File: config.mk
export PLATFORM = sky130hd
export DESIGN_NAME = fly_camera_pose_tracker_core
export DESIGN_NICKNAME = d
export VERILOG_FILES = /design/src/rtl/fcpt_pkg.sv /design/src/rtl/fcpt_mul.sv /design/src/rtl/fcpt_cordic.sv /design/src/rtl/fly_camera_pose_tracker_core.sv
export SDC_FILE = /design/constraint.sdc
export NUM_CORES = 2
export LEC_CHECK = 0
export ABC_AREA = 1
export BUFFER_PORTS_ARGS = -buffer_cell sky130_fd_sc_hd__buf_2
export CAP_MARGIN = 30
export CORE_ASPECT_RATIO = 1.1
export CORE_UTILIZATION = 27
export CTS_CLUSTER_SIZE = 40
export DETAILED_ROUTE_END_ITERATION = 16
export GPL_TIMING_DRIVEN = 0
export MAX_ROUTING_LAYER = met4
export PLACE_DENSITY = 0.45
export SLEW_MARGIN = 20
export SYNTH_ARGS = -nofsm -noshare
export SYNTH_HDL_FRONTEND = slang
export SYNTH_SLANG_ARGS = --single-unit
File: constraint.sdc
create_clock -name clk -period 38.6 [get_ports clk]
set_input_delay 1.93 -clock clk [delete_from_list [all_inputs] [get_ports clk]]
set_output_delay 1.93 -clock clk [all_outputs]
set_load 0.01 [all_outputs]
File: src/rtl/fcpt_pkg.sv
package fcpt_pkg;

  // Angles in degrees Q.6
  localparam int FULL_TURN    = 23040;
  localparam int HALF_TURN    = 11520;
  localparam int QUARTER_TURN = 5760;
  localparam int PITCH_LIMIT  = 5696;
  localparam int ONE_Q14      = 16384;

  // Rotator start value, gain-compensated, scale 2^28
  localparam logic signed [31:0] CORDIC_X0 = 32'sd163008219;
  localparam int CORDIC_STEPS = 16;

  // Register indexes of the configuration port
  localparam logic [2:0] REG_SENSITIVITY = 3'd0;
  localparam logic [2:0] REG_LOOK_ENABLE = 3'd1;
  localparam logic [2:0] REG_UP_X        = 3'd2;
  localparam logic [2:0] REG_UP_Y        = 3'd3;
  localparam logic [2:0] REG_UP_Z        = 3'd4;
  localparam logic [2:0] REG_START_X     = 3'd5;
  localparam logic [2:0] REG_START_Y     = 3'd6;
  localparam logic [2:0] REG_START_Z     = 3'd7;

  // Command and move direction codes
  localparam logic       CMD_POINTER  = 1'b0;
  localparam logic       CMD_MOVE     = 1'b1;
  localparam logic [1:0] DIR_FORWARD  = 2'd0;
  localparam logic [1:0] DIR_BACKWARD = 2'd1;
  localparam logic [1:0] DIR_RIGHT    = 2'd2;
  localparam logic [1:0] DIR_LEFT     = 2'd3;

  typedef struct packed {
    logic               go;
    logic signed [31:0] a;
    logic signed [31:0] b;
  } mul_req_t;

  typedef struct packed {
    logic               done;
    logic signed [63:0] p;
  } mul_rsp_t;

  typedef struct packed {
    logic               go;
    logic signed [15:0] angle;
  } cor_req_t;

  typedef struct packed {
    logic               done;
    logic signed [15:0] cos_v;
    logic signed [15:0] sin_v;
  } cor_rsp_t;

  // Arctangent of 2^-i in degrees Q.16
  function automatic logic [21:0] atan_q16(input logic [3:0] i);
    logic [21:0] r;
    case (i)
      4'd0:    r = 22'd2949120;
      4'd1:    r = 22'd1740966;
      4'd2:    r = 22'd919879;
      4'd3:    r = 22'd466945;
      4'd4:    r = 22'd234379;
      4'd5:    r = 22'd117266;
      4'd6:    r = 22'd58666;
      4'd7:    r = 22'd29335;
      4'd8:    r = 22'd14668;
      4'd9:    r = 22'd7334;
      4'd10:   r = 22'd3667;
      4'd11:   r = 22'd1833;
      4'd12:   r = 22'd917;
      4'd13:   r = 22'd458;
      4'd14:   r = 22'd229;
      4'd15:   r = 22'd115;
      default: r = 22'd0;
    endcase
    return r;
  endfunction

  // Limit to plus or minus one in Q2.14
  function automatic logic signed [15:0] clamp_unit(input logic signed [31:0] v);
    logic signed [15:0] r;
    if (v > 32'sd16384) begin
      r = 16'sd16384;
    end else if (v < -32'sd16384) begin
      r = -16'sd16384;
    end else begin
      r = v[15:0];
    end
    return r;
  endfunction

endpackage

File: src/rtl/fcpt_mul.sv
// Shift-add multiplier: one bit of the second operand per cycle, signs applied at the end.
module fcpt_mul (
  input  logic                clk,
  input  logic                rst_n,
  input  fcpt_pkg::mul_req_t  req,
  output fcpt_pkg::mul_rsp_t  rsp
);

  logic               busy_r;
  logic               done_r;
  logic               neg_r;
  logic [63:0]        acc_r;
  logic [63:0]        a_sr_r;
  logic [31:0]        b_sr_r;
  logic signed [63:0] p_r;
  logic [31:0]        a_mag;
  logic [31:0]        b_mag;

  assign a_mag = req.a[31] ? 32'(-req.a) : req.a;
  assign b_mag = req.b[31] ? 32'(-req.b) : req.b;

  always_ff @(posedge clk) begin
    if (!rst_n) begin
      busy_r <= 1'b0;
      done_r <= 1'b0;
    end else begin
      done_r <= 1'b0;
      if (req.go) begin
        acc_r  <= 64'd0;
        a_sr_r <= {32'd0, a_mag};
        b_sr_r <= b_mag;
        neg_r  <= req.a[31] ^ req.b[31];
        busy_r <= 1'b1;
      end else if (busy_r) begin
        if (b_sr_r == 32'd0) begin
          busy_r <= 1'b0;
          done_r <= 1'b1;
          p_r    <= neg_r ? -$signed(acc_r) : $signed(acc_r);
        end else begin
          if (b_sr_r[0]) begin
            acc_r <= acc_r + a_sr_r;
          end
          a_sr_r <= {a_sr_r[62:0], 1'b0};
          b_sr_r <= {1'b0, b_sr_r[31:1]};
        end
      end
    end
  end

  assign rsp.done = done_r;
  assign rsp.p    = p_r;

endmodule

File: src/rtl/fcpt_cordic.sv
// Sine and cosine by a rotating CORDIC, one micro-rotation per cycle.
module fcpt_cordic (
  input  logic                clk,
  input  logic                rst_n,
  input  fcpt_pkg::cor_req_t  req,
  output fcpt_pkg::cor_rsp_t  rsp
);

  logic signed [16:0] a0, a1, a2, a3;
  logic               fold_neg;
  logic               busy_r;
  logic               rnd_r;
  logic               done_r;
  logic               neg_r;
  logic [3:0]         it_r;
  logic signed [31:0] x_r, y_r;
  logic signed [25:0] z_r;
  logic signed [31:0] xs, ys;
  logic signed [25:0] at;
  logic signed [15:0] cx, cy;
  logic signed [15:0] cos_r, sin_r;

  // Fold the angle into plus or minus a quarter turn
  always_comb begin
    a0 = {req.angle[15], req.angle};
    a1 = (a0 > 17'sd11520) ? a0 - 17'sd23040 : a0;
    a2 = (a1 <= -17'sd11520) ? a1 + 17'sd23040 : a1;
    if (a2 > 17'sd5760) begin
      a3       = a2 - 17'sd11520;
      fold_neg = 1'b1;
    end else if (a2 < -17'sd5760) begin
      a3       = a2 + 17'sd11520;
      fold_neg = 1'b1;
    end else begin
      a3       = a2;
      fold_neg = 1'b0;
    end
  end

  assign xs = x_r >>> it_r;
  assign ys = y_r >>> it_r;
  assign at = $signed({4'd0, fcpt_pkg::atan_q16(it_r)});
  assign cx = fcpt_pkg::clamp_unit((x_r + 32'sd8192) >>> 14);
  assign cy = fcpt_pkg::clamp_unit((y_r + 32'sd8192) >>> 14);

  always_ff @(posedge clk) begin
    if (!rst_n) begin
      busy_r <= 1'b0;
      rnd_r  <= 1'b0;
      done_r <= 1'b0;
    end else begin
      done_r <= 1'b0;
      rnd_r  <= 1'b0;
      if (req.go) begin
        x_r    <= fcpt_pkg::CORDIC_X0;
        y_r    <= 32'sd0;
        z_r    <= {a3[15:0], 10'd0};
        neg_r  <= fold_neg;
        it_r   <= 4'd0;
        busy_r <= 1'b1;
      end else if (busy_r) begin
        if (z_r >= 26'sd0) begin
          x_r <= x_r - ys;
          y_r <= y_r + xs;
          z_r <= z_r - at;
        end else begin
          x_r <= x_r + ys;
          y_r <= y_r - xs;
          z_r <= z_r + at;
        end
        it_r <= it_r + 4'd1;
        if (it_r == 4'(fcpt_pkg::CORDIC_STEPS - 1)) begin
          busy_r <= 1'b0;
          rnd_r  <= 1'b1;
        end
      end else if (rnd_r) begin
        cos_r  <= neg_r ? -cx : cx;
        sin_r  <= neg_r ? -cy : cy;
        done_r <= 1'b1;
      end
    end
  end

  assign rsp.done  = done_r;
  assign rsp.cos_v = cos_r;
  assign rsp.sin_v = sin_r;

endmodule

File: src/rtl/fly_camera_pose_tracker_core.sv
// Channel  | Ports                                          | Beat taken when
// ---------+------------------------------------------------+--------------------------
// input    | in_command/pointer_x/pointer_y/move_dir/frame_time | in_valid & in_ready
// result   | out_pos_*, out_front_*, out_yaw_out, out_pitch_out | out_valid & out_ready
// config   | cfg_index, cfg_data                            | cfg_we (no wait)
//
// One beat is worked on at a time; in_ready is high only while the sequencer is idle.
// The serial multiplier finishes once its second operand has no set bits left.
// A right or left step takes six cross products, three squares, a 32-step square root
// and three 15-step divisions; a disabled pointer sample goes straight to the output.
// Reset is synchronous and zeroes the position. A finished pose sits in
// the output register while the next beat is taken; a stalled output holds the sequencer.
module fly_camera_pose_tracker_core (
  input  logic               clk,
  input  logic               rst_n,
  input  logic               in_valid,
  output logic               in_ready,
  input  logic               in_command,
  input  logic [11:0]        in_pointer_x,
  input  logic [11:0]        in_pointer_y,
  input  logic [1:0]         in_move_dir,
  input  logic [15:0]        in_frame_time,
  output logic               out_valid,
  input  logic               out_ready,
  output logic signed [31:0] out_pos_x,
  output logic signed [31:0] out_pos_y,
  output logic signed [31:0] out_pos_z,
  output logic signed [15:0] out_front_x,
  output logic signed [15:0] out_front_y,
  output logic signed [15:0] out_front_z,
  output logic [14:0]        out_yaw_out,
  output logic signed [13:0] out_pitch_out,
  input  logic               cfg_we,
  input  logic [2:0]         cfg_index,
  input  logic [31:0]        cfg_data
);

  localparam logic [3:0] S_IDLE = 4'd0;
  localparam logic [3:0] S_YMUL = 4'd1;   // yaw step product
  localparam logic [3:0] S_WRAP = 4'd2;   // bring yaw into one turn
  localparam logic [3:0] S_PMUL = 4'd3;   // pitch step product
  localparam logic [3:0] S_CYAW = 4'd4;
  localparam logic [3:0] S_CPIT = 4'd5;
  localparam logic [3:0] S_F0   = 4'd6;
  localparam logic [3:0] S_F2   = 4'd7;
  localparam logic [3:0] S_XMUL = 4'd8;   // cross product terms
  localparam logic [3:0] S_SQ   = 4'd9;   // squared length
  localparam logic [3:0] S_ROOT = 4'd10;
  localparam logic [3:0] S_DSET = 4'd11;
  localparam logic [3:0] S_DIV  = 4'd12;
  localparam logic [3:0] S_MOVE = 4'd13;
  localparam logic [3:0] S_FIN  = 4'd14;

  logic [3:0]         state_r;
  logic               issue_r;
  logic [2:0]         idx_r;
  logic [4:0]         cnt_r;

  // Configuration and pose
  logic [15:0]        sens_r;
  logic               look_r;
  logic signed [15:0] up_r [3];
  logic signed [31:0] pos_r [3];
  logic signed [15:0] front_r [3];
  logic [14:0]        yaw_r;
  logic signed [13:0] pitch_r;
  logic [11:0]        last_x_r, last_y_r;
  logic               first_r;

  // Working registers
  logic signed [12:0] dx_r, dy_r;
  logic signed [19:0] ang_r;
  logic signed [15:0] cy_r, sy_r, cp_r;
  logic [20:0]        speed_r;
  logic               back_r;
  logic signed [31:0] cx_r [3];
  logic [63:0]        sq_r;
  logic [63:0]        n_r;
  logic [63:0]        res_r;
  logic [45:0]        dsh_r;
  logic [14:0]        q_r;
  logic signed [15:0] v_r [3];

  // Output register
  logic               out_valid_r;
  logic signed [31:0] o_pos_r [3];
  logic signed [15:0] o_front_r [3];
  logic [14:0]        o_yaw_r;
  logic signed [13:0] o_pitch_r;

  fcpt_pkg::mul_req_t mul_req;
  fcpt_pkg::mul_rsp_t mul_rsp;
  fcpt_pkg::cor_req_t cor_req;
  fcpt_pkg::cor_rsp_t cor_rsp;

  logic               in_acc;
  logic [1:0]         k;
  logic signed [63:0] rnd10, rnd14;
  logic signed [63:0] yaw_sum, pitch_sum;
  logic signed [13:0] pitch_lim;
  logic [63:0]        sq_sum;
  logic [63:0]        root_bit, root_try;
  logic               root_ge, div_ge;
  logic [31:0]        c_mag;
  logic [14:0]        q_new;
  logic signed [31:0] step_raw, step_d;

  assign in_ready = (state_r == S_IDLE);
  assign in_acc   = in_valid && in_ready;
  assign k        = idx_r[1:0];

  fcpt_mul u_mul (
    .clk   (clk),
    .rst_n (rst_n),
    .req   (mul_req),
    .rsp   (mul_rsp)
  );

  fcpt_cordic u_cordic (
    .clk   (clk),
    .rst_n (rst_n),
    .req   (cor_req),
    .rsp   (cor_rsp)
  );

  // Operand selection for the shared units
  always_comb begin
    mul_req.go = issue_r && (state_r inside {S_YMUL, S_PMUL, S_F0, S_F2, S_XMUL, S_SQ,
                                             S_MOVE});
    mul_req.a  = 32'sd0;
    mul_req.b  = 32'sd0;
    case (state_r)
      S_YMUL: begin
        mul_req.a = 32'(dx_r);
        mul_req.b = $signed({16'd0, sens_r});
      end
      S_PMUL: begin
        mul_req.a = 32'(dy_r);
        mul_req.b = $signed({16'd0, sens_r});
      end
      S_F0: begin
        mul_req.a = 32'(cy_r);
        mul_req.b = 32'(cp_r);
      end
      S_F2: begin
        mul_req.a = 32'(sy_r);
        mul_req.b = 32'(cp_r);
      end
      S_XMUL: begin
        case (idx_r)
          3'd0: begin mul_req.a = 32'(front_r[1]); mul_req.b = 32'(up_r[2]); end
          3'd1: begin mul_req.a = 32'(front_r[2]); mul_req.b = 32'(up_r[1]); end
          3'd2: begin mul_req.a = 32'(front_r[2]); mul_req.b = 32'(up_r[0]); end
          3'd3: begin mul_req.a = 32'(front_r[0]); mul_req.b = 32'(up_r[2]); end
          3'd4: begin mul_req.a = 32'(front_r[0]); mul_req.b = 32'(up_r[1]); end
          default: begin mul_req.a = 32'(front_r[1]); mul_req.b = 32'(up_r[0]); end
        endcase
      end
      S_SQ: begin
        mul_req.a = cx_r[k];
        mul_req.b = cx_r[k];
      end
      S_MOVE: begin
        mul_req.a = $signed({11'd0, speed_r});
        mul_req.b = 32'(v_r[k]);
      end
      default: begin
        mul_req.a = 32'sd0;
        mul_req.b = 32'sd0;
      end
    endcase
    cor_req.go    = issue_r && (state_r inside {S_CYAW, S_CPIT});
    cor_req.angle = (state_r == S_CPIT) ? 16'(pitch_r) : $signed({1'b0, yaw_r});
  end

  // Datapath helpers
  always_comb begin
    rnd10     = (mul_rsp.p + 64'sd512) >>> 10;
    rnd14     = (mul_rsp.p + 64'sd8192) >>> 14;
    yaw_sum   = $signed({49'd0, yaw_r}) + rnd10;
    pitch_sum = 64'(pitch_r) + rnd10;
    if (pitch_sum > 64'(fcpt_pkg::PITCH_LIMIT)) begin
      pitch_lim = 14'(fcpt_pkg::PITCH_LIMIT);
    end else if (pitch_sum < -64'(fcpt_pkg::PITCH_LIMIT)) begin
      pitch_lim = -14'(fcpt_pkg::PITCH_LIMIT);
    end else begin
      pitch_lim = pitch_sum[13:0];
    end
    sq_sum   = sq_r + mul_rsp.p;
    root_bit = 64'd1 << {cnt_r, 1'b0};
    root_try = res_r + root_bit;
    root_ge  = (n_r >= root_try);
    div_ge   = (n_r >= {18'd0, dsh_r});
    c_mag    = cx_r[k][31] ? 32'(-cx_r[k]) : cx_r[k];
    q_new    = {q_r[13:0], div_ge};
    step_raw = rnd14[31:0];
    step_d   = back_r ? -step_raw : step_raw;
  end

  always_ff @(posedge clk) begin
    if (!rst_n) begin
      state_r     <= S_IDLE;
      issue_r     <= 1'b0;
      out_valid_r <= 1'b0;
      sens_r      <= 16'd6554;
      look_r      <= 1'b1;
      up_r[0]     <= 16'sd0;
      up_r[1]     <= 16'(fcpt_pkg::ONE_Q14);
      up_r[2]     <= 16'sd0;
      pos_r[0]    <= 32'sd0;
      pos_r[1]    <= 32'sd0;
      pos_r[2]    <= 32'sd0;
      front_r[0]  <= 16'(fcpt_pkg::ONE_Q14);
      front_r[1]  <= 16'sd0;
      front_r[2]  <= 16'sd0;
      yaw_r       <= 15'd0;
      pitch_r     <= 14'sd0;
      last_x_r    <= 12'd0;
      last_y_r    <= 12'd0;
      first_r     <= 1'b1;
    end else begin
      issue_r <= 1'b0;
      if (out_valid_r && out_ready) begin
        out_valid_r <= 1'b0;
      end

      // Register writes must arrive only while idle; the block itself does not enforce this
      if (cfg_we) begin
        case (cfg_index)
          fcpt_pkg::REG_SENSITIVITY: sens_r   <= cfg_data[15:0];
          fcpt_pkg::REG_LOOK_ENABLE: look_r   <= cfg_data[0];
          fcpt_pkg::REG_UP_X:        up_r[0]  <= cfg_data[15:0];
          fcpt_pkg::REG_UP_Y:        up_r[1]  <= cfg_data[15:0];
          fcpt_pkg::REG_UP_Z:        up_r[2]  <= cfg_data[15:0];
          fcpt_pkg::REG_START_X:     pos_r[0] <= cfg_data;
          fcpt_pkg::REG_START_Y:     pos_r[1] <= cfg_data;
          fcpt_pkg::REG_START_Z:     pos_r[2] <= cfg_data;
          default: ;
        endcase
      end

      case (state_r)
        S_IDLE: begin
          if (in_acc) begin
            idx_r <= 3'd0;
            if (in_command == fcpt_pkg::CMD_POINTER) begin
              if (look_r) begin
                // First sample only seeds the remembered pointer
                if (first_r) begin
                  dx_r <= 13'sd0;
                  dy_r <= 13'sd0;
                end else begin
                  dx_r <= $signed({1'b0, in_pointer_x}) - $signed({1'b0, last_x_r});
                  dy_r <= $signed({1'b0, last_y_r}) - $signed({1'b0, in_pointer_y});
                end
                last_x_r <= in_pointer_x;
                last_y_r <= in_pointer_y;
                first_r  <= 1'b0;
                state_r  <= S_YMUL;
                issue_r  <= 1'b1;
              end else begin
                state_r <= S_FIN;
              end
            end else begin
              // Distance is 30 times the frame time: 32x minus 2x
              speed_r <= {in_frame_time, 5'd0} - {4'd0, in_frame_time, 1'b0};
              back_r  <= in_move_dir inside {fcpt_pkg::DIR_BACKWARD, fcpt_pkg::DIR_LEFT};
              issue_r <= 1'b1;
              if (in_move_dir inside {fcpt_pkg::DIR_FORWARD, fcpt_pkg::DIR_BACKWARD}) begin
                v_r[0]  <= front_r[0];
                v_r[1]  <= front_r[1];
                v_r[2]  <= front_r[2];
                state_r <= S_MOVE;
              end else begin
                state_r <= S_XMUL;
              end
            end
          end
        end

        S_YMUL: begin
          if (mul_rsp.done) begin
            ang_r   <= yaw_sum[19:0];
            state_r <= S_WRAP;
          end
        end

        S_WRAP: begin
          // Subtract or add one turn per cycle until in range
          if (ang_r < 20'sd0) begin
            ang_r <= ang_r + 20'(fcpt_pkg::FULL_TURN);
          end else if (ang_r >= 20'(fcpt_pkg::FULL_TURN)) begin
            ang_r <= ang_r - 20'(fcpt_pkg::FULL_TURN);
          end else begin
            yaw_r   <= ang_r[14:0];
            state_r <= S_PMUL;
            issue_r <= 1'b1;
          end
        end

        S_PMUL: begin
          if (mul_rsp.done) begin
            pitch_r <= pitch_lim;
            state_r <= S_CYAW;
            issue_r <= 1'b1;
          end
        end

        S_CYAW: begin
          if (cor_rsp.done) begin
            cy_r    <= cor_rsp.cos_v;
            sy_r    <= cor_rsp.sin_v;
            state_r <= S_CPIT;
            issue_r <= 1'b1;
          end
        end

        S_CPIT: begin
          if (cor_rsp.done) begin
            cp_r       <= cor_rsp.cos_v;
            front_r[1] <= cor_rsp.sin_v;
            state_r    <= S_F0;
            issue_r    <= 1'b1;
          end
        end

        S_F0: begin
          if (mul_rsp.done) begin
            front_r[0] <= fcpt_pkg::clamp_unit(rnd14[31:0]);
            state_r    <= S_F2;
            issue_r    <= 1'b1;
          end
        end

        S_F2: begin
          if (mul_rsp.done) begin
            front_r[2] <= fcpt_pkg::clamp_unit(rnd14[31:0]);
            state_r    <= S_FIN;
          end
        end

        S_XMUL: begin
          // Even terms load a component, odd terms subtract from it
          if (mul_rsp.done) begin
            if (idx_r[0]) begin
              cx_r[idx_r[2:1]] <= cx_r[idx_r[2:1]] - mul_rsp.p[31:0];
            end else begin
              cx_r[idx_r[2:1]] <= mul_rsp.p[31:0];
            end
            issue_r <= 1'b1;
            if (idx_r == 3'd5) begin
              idx_r   <= 3'd0;
              sq_r    <= 64'd0;
              state_r <= S_SQ;
            end else begin
              idx_r <= idx_r + 3'd1;
            end
          end
        end

        S_SQ: begin
          if (mul_rsp.done) begin
            sq_r <= sq_sum;
            if (idx_r == 3'd2) begin
              // Zero cross product: leave the position alone
              if (sq_sum == 64'd0) begin
                state_r <= S_FIN;
              end else begin
                n_r     <= sq_sum;
                res_r   <= 64'd0;
                cnt_r   <= 5'd31;
                state_r <= S_ROOT;
              end
            end else begin
              idx_r   <= idx_r + 3'd1;
              issue_r <= 1'b1;
            end
          end
        end

        S_ROOT: begin
          // One result bit per cycle, floor square root
          if (root_ge) begin
            n_r   <= n_r - root_try;
            res_r <= {1'b0, res_r[63:1]} + root_bit;
          end else begin
            res_r <= {1'b0, res_r[63:1]};
          end
          cnt_r <= cnt_r - 5'd1;
          if (cnt_r == 5'd0) begin
            idx_r   <= 3'd0;
            state_r <= S_DSET;
          end
        end

        S_DSET: begin
          // Numerator |c| * 2^14 plus half the length, rounded quotient
          n_r     <= {18'd0, c_mag, 14'd0} + {1'b0, res_r[63:1]};
          dsh_r   <= {res_r[31:0], 14'd0};
          q_r     <= 15'd0;
          cnt_r   <= 5'd14;
          state_r <= S_DIV;
        end

        S_DIV: begin
          if (div_ge) begin
            n_r <= n_r - {18'd0, dsh_r};
          end
          dsh_r <= {1'b0, dsh_r[45:1]};
          q_r   <= q_new;
          cnt_r <= cnt_r - 5'd1;
          if (cnt_r == 5'd0) begin
            v_r[k] <= cx_r[k][31] ? -$signed({1'b0, q_new}) : $signed({1'b0, q_new});
            if (idx_r == 3'd2) begin
              idx_r   <= 3'd0;
              state_r <= S_MOVE;
              issue_r <= 1'b1;
            end else begin
              idx_r   <= idx_r + 3'd1;
              state_r <= S_DSET;
            end
          end
        end

        S_MOVE: begin
          if (mul_rsp.done) begin
            pos_r[k] <= pos_r[k] + step_d;
            if (idx_r == 3'd2) begin
              state_r <= S_FIN;
            end else begin
              idx_r   <= idx_r + 3'd1;
              issue_r <= 1'b1;
            end
          end
        end

        S_FIN: begin
          // Hold until the output register is free
          if (!out_valid_r || out_ready) begin
            o_pos_r[0]   <= pos_r[0];
            o_pos_r[1]   <= pos_r[1];
            o_pos_r[2]   <= pos_r[2];
            o_front_r[0] <= front_r[0];
            o_front_r[1] <= front_r[1];
            o_front_r[2] <= front_r[2];
            o_yaw_r      <= yaw_r;
            o_pitch_r    <= pitch_r;
            out_valid_r  <= 1'b1;
            state_r      <= S_IDLE;
          end
        end

        default: state_r <= S_IDLE;
      endcase
    end
  end

  assign out_valid     = out_valid_r;
  assign out_pos_x     = o_pos_r[0];
  assign out_pos_y     = o_pos_r[1];
  assign out_pos_z     = o_pos_r[2];
  assign out_front_x   = o_front_r[0];
  assign out_front_y   = o_front_r[1];
  assign out_front_z   = o_front_r[2];
  assign out_yaw_out   = o_yaw_r;
  assign out_pitch_out = o_pitch_r;

endmodule
==> summary.txt <==
Status
  • Result of the run: finished clean

Yosys
  • Total number of yosys warnings: 0
  • Post-synth top area share: 36.7%
  • Mean cell area of the mapped netlist: 7.62 um2
  • EDFF count, synth: 1284
  • Count of cell types in the netlist: 80
  • Area of the mapped netlist: 0.105 mm2
  • Number of storage elements in the synthesis netlist: 1391
  • Top post-synthesis cells by area: edfxtp_1 (37%), nand2_1 (9.7%), ha_1 (7.5%)
  • Post-synthesis async set-or-reset flop share: 0%
  • Cell type contributing the most total cell area after synthesis: edfxtp_1
  • Portion of the post-synthesis area used by sequential elements: 38.8%
  • Most used DFF post-synth: edfxtp_1
  • Instance count of the mapped netlist: 13800
  • Nets in the synthesized netlist: 14500

Critical path
  • Startpoint class of the critical path: flop
  • Launch point of the critical path: cnt_r[0]
  • Endpoint class of the critical path: flop
  • Max FO, Critical Path: 10
  • Stage delay of the slowest cell on the critical path: 0.62 ns
  • Crit Reg-Reg Startpoint: cnt_r[0]
  • Buffers and inverters on the worst path: 9
  • Largest delay share family, worst path: compound AO/OA/AOI/OAI gates
  • Worst-path cell with the longest stage delay: nor3_2
  • Endpoint required time on the critical path: 39.20 ns
  • Setup Crit Path Kind: reg2reg
  • Worst endpoint data arrival time: 9.68 ns

Final layout
  • Area Overhead vs Synth: 14.8%
  • Fraction of final layout cells sized beyond drive strength 1: 6.88%
  • Multi-input gate area: 0.0565 mm2
  • Filler cell count in the final layout: 41900
  • Post-route cell area: 0.121 mm2
  • Flip-flop and latch area: 0.0407 mm2
  • Number of nets in the final layout: 15100

Global route
  • Leftover overflow at the end of global routing: 0
  • Total Routing Usage GR: 23.2%
  • Maximum number of pins on one net before global-route repair: 54
  • Number of antenna violations at the first check in global routing: 29
  • Vias in the first global route: 95800
  • Wire length of the first global-routing pass: 653000 um

Power
  • Pleak: 49.9 nW
  • Pwr per Cell Area: 48.6 mW/mm2
  • IR drop worst, VDD: 34.4 uV

Clocking
  • # H-tree levels: 4
  • Number of buffers added for setup after CTS: 0
  • Clock slew at the register clock pins of the worst setup and hold paths: 0.06 ns
  • Cells resized by post-CTS repair: 0
  • Total CTS buffers: 181
  • Num Clock Sinks: 1391
  • CTS Root Buffer Type: clkbuf_16
  • Number of buffers inserted by hold repair at cts: 0
  • Clock network latency to the later pin of the worst-skew pair: 0.92 ns
  • TritonCTS clock tree: yes
  • CTS max path bufs: 4

Detailed routing
  • Remaining number of nets flagged by the antenna check after routing: 0
  • Total number of vias: 98700
  • Routed len/inst: 23.2 um
  • Mean number of vias per cell: 5.01
  • DRT Wirelength: 458000 um
  • First DRT Iteration DRCs: 8288
  • DRC errors left: 0
  • Number of search-and-repair iterations in the first detailed-routing pass: 6

Placement
  • Final weighted congestion in routability-driven placement: 0.983
  • IO Port Bufs: 256
  • Total placed instance area: 0.115 mm2
  • Dpl hpwl: 380000 um

STA
  • Period utilization: 23.5%
  • Summed negative setup slack over all endpoints: 0 ns
  • Setup violations, final: 0
  • Final Hold Viols: 0
  • Setup repair after global routing missed its margin: no
  • Minimum clock period after layout: 9.08 ns
  • Number of slew-limit violations in the final report: 0
  • Maximum clock frequency: 110 MHz
  • Setup skew after layout: 0.0645 ns
  • Worst-case headroom to the max-slew limit: 21.3%
  • Measured slew at the worst slew-check pin: 1.17 ns

Worst hold path
  • HP Start: u_cordic.cos_r[7]
  • Path category of the worst min-delay check: reg2reg

Die
  • Starting Density: 27.2%
  • Placeable Area: 0.386 mm2
  • Total I/O pin count: 258
  • DIE WIDTH: 597 um
  • Height of the die: 656 um
  • Rows: 239
  • Die footprint: 0.391 mm2

Job
  • Max-capacitance violation count: 0
## cells in the mapped netlist (28+ instances only)
master and instances:
a21boi_0 33, a21o_1 48, a21oi_1 1274, a221oi_1 30, a22o_1 28, a31oi_1 137, buf_1 35, buf_2 44
clkbuf_1 255, dfxtp_1 107, edfxtp_1 1284, ha_1 627, inv_1 1747, mux2i_1 39, nand2_1 2720, nand3_1 484
nand4_1 147, nor2_1 1632, nor3_1 245, nor4_1 96, o211ai_1 55, o21a_1 95, o21ai_0 1313, o21ai_1 67
o21bai_1 53, o22ai_1 62, or2_2 84, xnor2_1 196, xor2_1 480
## cell type report
class | instances | share of cell area (%)
Inverter | 1780 | 5.55
Tap cell | 5181 | 5.38
Timing Repair Buffer | 411 | 2.44
Sequential cell | 1391 | 33.8
Multi-Input combinational cell | 10300 | 46.8
Clock buffer | 235 | 4.13
Antenna cell | 12 | 0.0249
Clock inverter | 87 | 0.679
Buffer | 351 | 1.22
## routing by layer
metal,up-vias,GRT usage [%],share of wire (%)
met4,0,9.86,5.1
met1,46800,28.3,42
met5,-,-,0
met2,2768,38.8,48
li1,48300,-,-
met3,770,2.41,4.8
## final timing paths
path,to,slack (ns),cells after the start
worst min-delay path,cy_r[7],0.44,0
worst max register to register,n_r[59],29.52,39
worst max-delay path,n_r[59],29.52,39
worst min register to register,cy_r[7],0.44,0
## flip-flops by register name, indices dropped and copies added, names as in the netlist, 32 cells and up, named ones only
name          count
cx_r             96
o_pos_r          96
pos_r           128
u_cordic.y_r     32
u_mul.b_sr_r     32
u_mul.acc_r      64
o_front_r        48
up_r             48
sq_r             64
u_mul.a_sr_r     64
u_cordic.x_r     32
front_r          48
dsh_r            46
n_r              64
u_mul.p_r        64
v_r              64
res_r            64
## through the flow
step	hold WS (ns)	worst slack (ns)	std cells	total power [mW]	util, %
detailed placement	0.436	29.46	19400	4.13	29.7
CTS	0.438	29.43	19700	5.86	31.2
global route	0.445	28.84	19700	6.15	31.2
global placement	0.434	12.36	19200	4.12	29.2
finish	0.442	29.52	19700	5.86	31.2
floorplan	0.417	21.86	13800	3.31	-
## cell usage in the layout (no fill, tap or decap), drive strengths merged, types with 14 or more instances in the layout
cell     netlist  routed
ha           627     627
a21oi       1275    1275
clkinv         8      71
nand4        147     147
o21a          95      95
edfxtp      1284    1284
a211oi        22      22
nor2        1651    1651
o21bai        53      53
dfxtp        107     107
a22o          28      28
o22ai         62      62
xor2         480     480
or2           87      87
nand2       2757    2757
mux2i         39      39
inv         1772    1779
a31oi        138     138
o21ai       1382    1382
a21boi        39      39
clkbuf       257     493
a221oi        30      30
o2111ai       27      27
fa            14      14
a21o          48      48
buf           94     504
nand3        489     489
xnor2        197     197
o211ai        55      55
o31ai         27      27
nor4          98      98
nor3         254     254
and2          16      16
nand3b        27      27
o221ai        20      20
## logic make-up (layout without fill, tap and decap cells)
kind of cell    Yosys count  after routing  synth area share, %
xor+xnor                677            677                 5.65
compound gates         3361           3361                 17.7
other cells               0             12                    0
buf+inv                2131           2864                 7.75
simple gates           5548           5548                 22.0
mux                      39             39                0.372
flops                  1391           1391                 38.8
fa+ha+maj               641            641                 7.74
## power by group
| part | switching (mW) | leakage (nW) | total, mW | internal (mW) |
|---|---|---|---|---|
| clock network | 0.728 | 2.85 | 1.72 | 0.989 |
| registers | 0.0627 | 12.7 | 1.87 | 1.80 |
| logic | 1.62 | 34.3 | 2.27 | 0.656 |
Note: power is estimated with default switching activity, not from simulation.
